[src/sv/blca_pkg.sv]
// ----------------------------------------------------------------------------
// blca_pkg
// Shared types and constants of the binary lifting ancestor engine: node id
// width, register map, request codes and the controller/datapath interface.
// ----------------------------------------------------------------------------
package blca_pkg;

   localparam int ID_W   = 10;
   localparam int DATA_W = 32;
   localparam int ADDR_W = 3;

   // register index, taken from paddr[2]
   localparam logic REG_NODE_COUNT = 1'b0;

   localparam logic MODE_LOAD  = 1'b0;
   localparam logic MODE_QUERY = 1'b1;

   typedef struct packed {
      logic take_req;
      logic swap;
      logic k_init;
      logic up_step;
      logic eq_chk;
      logic both_step;
      logic out_load;
      logic load_wr;
      logic bld_start;
      logic bld_mid;
      logic bld_wr;
      logic clr_wr;
   } blca_cmd_type;

   typedef struct packed {
      logic du_lt_dv;
      logic k_zero;
      logic u_eq_v;
      logic bld_empty;
      logic i_last;
      logic bld_done;
      logic clr_done;
   } blca_sts_type;

endpackage

[src/sv/blca_ctrl.sv]
// ----------------------------------------------------------------------------
// blca_ctrl
// Sequencer of the ancestor engine: clearing pass, loads, jump table build
// and the two lifting passes of a query; owns the result valid flag.
// ----------------------------------------------------------------------------
module blca_ctrl
   import blca_pkg::*;
(
   input  logic         clock,
   input  logic         reset,
   input  logic         req_valid,
   input  logic         req_mode,
   input  logic         req_last_entry,
   output logic         req_stall,
   output logic         rsp_valid,
   input  logic         rsp_stall,
   input  blca_sts_type sts,
   output blca_cmd_type cmd
);

   typedef enum logic [3:0] {
      ST_CLEAR,
      ST_IDLE,
      ST_SWAP,
      ST_UP,
      ST_EQ,
      ST_BOTH,
      ST_FIN,
      ST_LOAD,
      ST_BRD,
      ST_BMID,
      ST_BWR
   } state_type;

   state_type state_ff, state_in;
   logic      last_ff, last_in;
   logic      rsp_valid_ff, rsp_valid_in;
   logic      out_free;

   assign out_free  = !rsp_valid_ff || !rsp_stall;
   assign req_stall = (state_ff != ST_IDLE);
   assign rsp_valid = rsp_valid_ff;

   always_comb begin
      cmd          = '0;
      state_in     = state_ff;
      last_in      = last_ff;
      rsp_valid_in = rsp_valid_ff && rsp_stall;
      case (state_ff)
         ST_CLEAR: begin
            cmd.clr_wr = 1'b1;
            if (sts.clr_done) begin
               state_in = ST_IDLE;
            end
         end
         ST_IDLE: begin
            if (req_valid) begin
               cmd.take_req = 1'b1;
               last_in      = req_last_entry;
               state_in     = (req_mode == MODE_QUERY) ? ST_SWAP : ST_LOAD;
            end
         end
         ST_SWAP: begin
            cmd.swap   = 1'b1;
            cmd.k_init = 1'b1;
            state_in   = ST_UP;
         end
         ST_UP: begin
            cmd.up_step = 1'b1;
            if (sts.k_zero) begin
               state_in = ST_EQ;
            end
         end
         ST_EQ: begin
            cmd.eq_chk = 1'b1;
            if (sts.u_eq_v) begin
               state_in = ST_FIN;
            end else begin
               cmd.k_init = 1'b1;
               state_in   = ST_BOTH;
            end
         end
         ST_BOTH: begin
            cmd.both_step = 1'b1;
            if (sts.k_zero) begin
               state_in = ST_FIN;
            end
         end
         ST_FIN: begin
            if (out_free) begin
               cmd.out_load = 1'b1;
               rsp_valid_in = 1'b1;
               state_in     = ST_IDLE;
            end
         end
         ST_LOAD: begin
            cmd.load_wr = 1'b1;
            if (last_ff && !sts.bld_empty) begin
               cmd.bld_start = 1'b1;
               state_in      = ST_BRD;
            end else begin
               state_in = ST_IDLE;
            end
         end
         // re-read the row after a write that may have hit it
         ST_BRD: begin
            state_in = ST_BMID;
         end
         ST_BMID: begin
            cmd.bld_mid = 1'b1;
            state_in    = ST_BWR;
         end
         ST_BWR: begin
            cmd.bld_wr = 1'b1;
            if (sts.bld_done) begin
               state_in = ST_IDLE;
            end else if (sts.i_last) begin
               state_in = ST_BRD;
            end else begin
               state_in = ST_BMID;
            end
         end
         default: begin
            state_in = ST_IDLE;
         end
      endcase
   end

   always_ff @(posedge clock) begin
      if (reset) begin
         state_ff     <= ST_CLEAR;
         last_ff      <= 1'b0;
         rsp_valid_ff <= 1'b0;
      end else begin
         state_ff     <= state_in;
         last_ff      <= last_in;
         rsp_valid_ff <= rsp_valid_in;
      end
   end

endmodule

[config.mk]
export PLATFORM = sky130hd
export DESIGN_NAME = blca_ctrl
export DESIGN_NICKNAME = d
export VERILOG_FILES = /design/src/sv/blca_pkg.sv /design/src/sv/blca_ctrl.sv
export SDC_FILE = /design/constraint.sdc
export NUM_CORES = 1
export LEC_CHECK = 0
export BUFFER_PORTS_ARGS = -buffer_cell sky130_fd_sc_hd__clkbuf_2
export CAP_MARGIN = 20
export CORE_AREA = 2 2 39 41
export CTS_BUF_LIST = sky130_fd_sc_hd__clkbuf_4
export DETAILED_ROUTE_END_ITERATION = 10
export DIE_AREA = 0 0 41 43
export PLACE_DENSITY = 0.74
export SYNTH_ARGS = -nofsm -noshare
export SYNTH_HDL_FRONTEND = slang
export SYNTH_SLANG_ARGS = --single-unit
export TNS_END_PERCENT = 5
[constraint.sdc]
create_clock -name clock -period 2.05 [get_ports clock]
set_input_delay 0.3075 -clock clock [delete_from_list [all_inputs] [get_ports clock]]
set_output_delay 0.3075 -clock clock [all_outputs]
set_load 0.01 [all_outputs]
### After elaboration in Yosys (flattened, before gate mapping)

Index checks and enable logic that the tools add are counted.

| operators by class | value |
|---|---|
| shifts and indexed selects | 0 |
| $mul | 0 |
| equal/unequal tests | 16 |
| divide/modulo/power cells | 0 |
| magnitude comparators | 0 |
| bitwise logic cells | 0 |
| mux-type cells | 28 |
| reduce and logical (&&, ||, !) cells | 9 |
| $add $sub $neg | 0 |

Operators by type and width:

| kind | number |
|---|---|
| one-hot mux 4 bit (11 select lines) | 1 |
| two-way mux 4 bit | 7 |
| equality test 4 x 3 -> 1 bit (second input constant) | 4 |
| two-way mux 1 bit | 16 |
| equality test 4 bit (second input constant) | 3 |
| inequality test 2 bit (second input constant) | 5 |
| equality test 4 x 2 -> 1 bit (second input constant) | 2 |
| AND reduction 5 bit | 1 |
| equality test 4 x 1 -> 1 bit (second input constant) | 1 |
| zero test 4 bit | 1 |
| two-way mux 2 bit | 2 |
| inequality test 4 x 1 -> 1 bit (second input constant) | 1 |
| zero test 1 bit | 3 |
| two-way mux 3 bit | 1 |
| logical AND 1 bit | 2 |
| one-hot mux 1 bit (2 select lines) | 1 |
| AND reduction 2 bit | 1 |
| logical OR 1 bit | 1 |

| word-level totals | value |
|---|---|
| output and inout bits | 14 |
| word-level logic and storage cells | 56 |
| memory bits (read-only) | 0 |
| flip-flop bits (word level) | 6 |
| bits in latches | 0 |
| bits in writable memories | 0 |
| memories | 0 |

### Depth between registers and ports, before layout

| depth | value |
|---|---|
| word-level depth | 4 |
| depth in mapped cells | 6 |

### Worst setup path before layout

No wires, ideal clock.

| timing path | value |
|---|---|
| path kind | reg2reg |
| from | reg state_ff[3] |
| to | reg state_ff[1] |
| cell stages (with the launch flop) | 7 |
| clock period less this slack | 1.468 ns |
| setup slack | 0.582 ns |
| arrival | 1.398 ns |
| setup time | 0.070 ns |
| required time | 1.980 ns |
| cells stage by stage | dfxtp_1 -> buf_6 -> or2_1 -> buf_6 -> o32a_1 -> or4_1 -> a21oi_1 |

| between the ends | value |
|---|---|
| word-level cells in the longest chain between the ends | 3 |
| elaborated cells on any way between the ends | 18 |

RTL lines:

| element | line | text |
|---|---|---|
| start, declared | blca_ctrl.sv:35 | `state_type state_ff, state_in;` |
| start signal, assigned | blca_ctrl.sv:135 | `state_ff <= state_in;` |
| equality test 4 x 3 -> 1 bit, or another cell as far along | blca_ctrl.sv:49 | `case (state_ff)` |
| inequality test 2 bit (no source line) | - |  |
| AND reduction 5 bit (no source line) | - |  |

Several ways; a longest one is shown, not always the timed one.
A chain may end at the register's enable or synchronous reset.

==> flow_summary_export.csv <==
group,metric,value,unit
status,run_status,"complete, no violations",
detailed_routing,drtAntennaViolNets,0,
floorplanning,rows,14,
global_routing,antenna_found_initial,0,
power_and_ir_drop,seq_power_share,35.1,%
cells_and_area,diodes,0,
cells_and_area,syn2layout_area_growth,21.25,%
timing,slew_headroom,66.19,%
floorplanning,die_w,41,um
yosys,synth-seq-cells,6,
cells_and_area,fin_cells,116,
timing,finClkSkew,0.0002537,ns
cells_and_area,drive_above_1_share,30.00,%
critical_path,r2r_start,"state_ff[1]$_SDFFE_PP0P_",
placement,io_buffers,25,
yosys,syn-cell-area,559.3,um^2
clocking,cts_buffer_depth,2,
power_and_ir_drop,p_comb_share,38.8,%
clocking,cts_setup_buffers,0,
power_and_ir_drop,internal_power,0.2783,mW
timing,rsz0062_at_grt,"no",
yosys,syn_inst,78,
floorplanning,initial_core_util,40.42,%
timing,slew_violations,0,
min_path,hold_depth,3,
yosys,synthArstFlopShare,0,%
detailed_routing,wl_met1,673,um
power_and_ir_drop,switchingPower,0.1735,mW
floorplanning,fp.dieH,43,um
yosys,synth_nets,91,
detailed_routing,top_layer_used,"met4",
timing,fin_crit,1.865,ns
clocking,cts_sinks,6,
critical_path,path_class,"reg -> out",
detailed_routing,wl_per_cell,12.79,um
detailed_routing,vias,639,
power_and_ir_drop,p_leak,0.3056,nW
placement,placed_area,654.4,um^2
clocking,cts_hold_buf,0,
clocking,cts_buffers,3,
global_routing,grt_pass1_wl,2242,um
placement,gp_congestion,0.8376,
global_routing,grt_overflow,0,
yosys,synth_cell_types,34,
cells_and_area,finalNetCount,115,
clocking,clock_latency,0.25,ns
global_routing,grt.total_usage,18.88,%
timing,setup_tns,0,ns
min_path,hold_class,"in -> reg",
timing,worst_slew_pin_slew,0.5065,ns
power_and_ir_drop,p_per_area,666.2,nW/um^2
critical_path,reg2regPathDepth,4,
power_and_ir_drop,swShare,38.41,%
yosys,synth-edff-count,0,
floorplanning,core,1384,um^2
power_and_ir_drop,power.share.clock,26.1,%
critical_path,r2r_slack,0.30,ns
yosys,synthDominantAreaCellType,"dfxtp_1",
cells_and_area,design_area,678.2,um^2
placement,dp_hpwl,1096,um
yosys,yosys-top-cells-area,"dfxtp_1, a21oi_1, buf_6",
yosys,yosysWarnings,0,
critical_path,r2r_end,"state_ff[1]$_SDFFE_PP0P_",
min_path,min-delay-start,"req_last_entry",
global_routing,grt_pass1_vias,548,
floorplanning,ios,27,
yosys,synth_flop_cell,"dfxtp_1",
flow_run,drv_cap,0,
global_routing,grt_max_degree,19,
clocking,htreeDepth,1,
critical_path,cp_max_fo,15,
timing,fmax,0.5363,GHz
timing,fin_crit_sh,90.95,%
clocking,cts_tree,"yes",
timing,setup-violations-final,0,
detailed_routing,dr_wl_met2,675,um
placement,dp.cells,113,
min_path,min_to,"last_ff$_SDFFE_PP0P_",
detailed_routing,met3_length,111,um
floorplanning,dieArea,1763,um^2
critical_path,startpoint_type,"flip-flop",
clocking,clk_pin_slew_worst_paths,0.05,ns
detailed_routing,via_per_inst,5.509,
detailed_routing,first_pass_iters,4,
timing,final-hold-violation-count,0,
clocking,cts_resized,0,
power_and_ir_drop,fin_total_pwr,0.4518,mW
critical_path,required,1.74,ns
yosys,yosys.area.top_type_share,21.48,%
critical_path,crit_path_end_kind,"output port",
detailed_routing,routed_wl,1484,um
detailed_routing,drc,0,
clocking,cts-root-buf,"clkbuf_4",
power_and_ir_drop,vdd_drop_max,347.5,uV
yosys,ys_seq_area_share,21.48,%
critical_path,arrival,1.56,ns
yosys,avgSynthCellArea,7.170,um^2
detailed_routing,drt_iter0_drc,12,
## sequential cells by signal, indices dropped and copies added (netlist names)
register   count
last_ff        1
rsp_valid      1
state_ff       4
## area by class of cell
type / count / area (um^2)
flip-flops and latches: 6 / 121.4
well taps: 16 / 20.02
repair buffers: 26 / 132.6
clock buffers: 3 / 22.52
inverters: 2 / 7.507
multi-input cells: 63 / 374.1
fillers: 142 / 705.7
## critical path, cell delays in order (launching register included)
cell and delay, ns:
dfxtp_1 0.58, nor2b_1 0.33, and3_1 0.25, clkbuf_2 0.14
## placed cells by master (no fill, tap or decap), types with 3 or more instances in the layout
cell	n
a21oi_1	9
nor2b_1	3
o22ai_1	3
dfxtp_1	5
nand3_1	3
clkbuf_4	3
nor2_1	9
nand2b_1	4
clkbuf_2	25
nand2_1	4
## cells by family after synthesis
family / Yosys count / share of synthesized area [%]
flip-flops: 6 / 21.48
XOR/XNOR: 1 / 1.566
multiplexers: 2 / 3.803
AND/OR/NAND/NOR: 40 / 40.27
AO/OA/AOI/OAI: 20 / 21.25
buffers and inverters: 9 / 11.63
## synth_stat cells, drive strengths merged (2+ instances only)
master  count
a21oi       9
nor2        9
dfxtp       6
buf         5
nand2       4
nand2b      4
o21ai       4
nand3       3
nor2b       3
o22ai       3
and2        2
and3        2
clkbuf      2
inv         2
or2         2
or4         2
## stage by stage
step                      utilization [%]  hold WS [ns]  worst slack (ns)
after floorplan                         -        0.3766            0.5822
after global placement              47.29        0.4877            0.3265
after detailed placement            47.29        0.4871            0.3067
after CTS                           48.92        0.2973            0.1284
after global routing                49.01        0.2952           0.06103
final                               49.01        0.2877            0.1855
## power by group through the flow
stage / registers [mW] / clock network (mW) / logic, mW
final: 0.159 / 0.118 / 0.175
after global routing: 0.163 / 0.128 / 0.191
after CTS: 0.157 / 0.119 / 0.175
after detailed placement: 0.159 / 0 / 0.175
after global placement: 0.159 / 0 / 0.171
after floorplan: 0.135 / 0 / 0.157
## layer usage
layer | vias to the layer above | GRT usage, %
li1 | 326 | -
met1 | 277 | 25.08
met2 | 32 | 26.88
met3 | 4 | 3.141
met4 | 0 | 12.00
met5 | - | 0
## how the worst max path moves through the flow
| stage | from | to | slack, ns | cells past startpoint |
|---|---|---|---|---|
| 2_1_floorplan | state_ff[3]$_SDFFE_PP0P_ | state_ff[1]$_SDFFE_PP0P_ | 0.58 | 6 |
| 3_3_place_gp | state_ff[1]$_SDFFE_PP0P_ | state_ff[1]$_SDFFE_PP0P_ | 0.33 | 4 |
| 3_5_place_dp | state_ff[1]$_SDFFE_PP0P_ | state_ff[1]$_SDFFE_PP0P_ | 0.31 | 4 |
| 4_1_cts | state_ff[2]$_SDFFE_PP0P_ | cmd[3] | 0.13 | 6 |
| 5_1_grt | state_ff[1]$_SDFFE_PP0P_ | cmd[3] | 0.06 | 5 |
| 6_report | state_ff[0]$_SDFFE_PP0P_ | cmd[11] | 0.19 | 3 |
(Power assumes the default switching activity.)
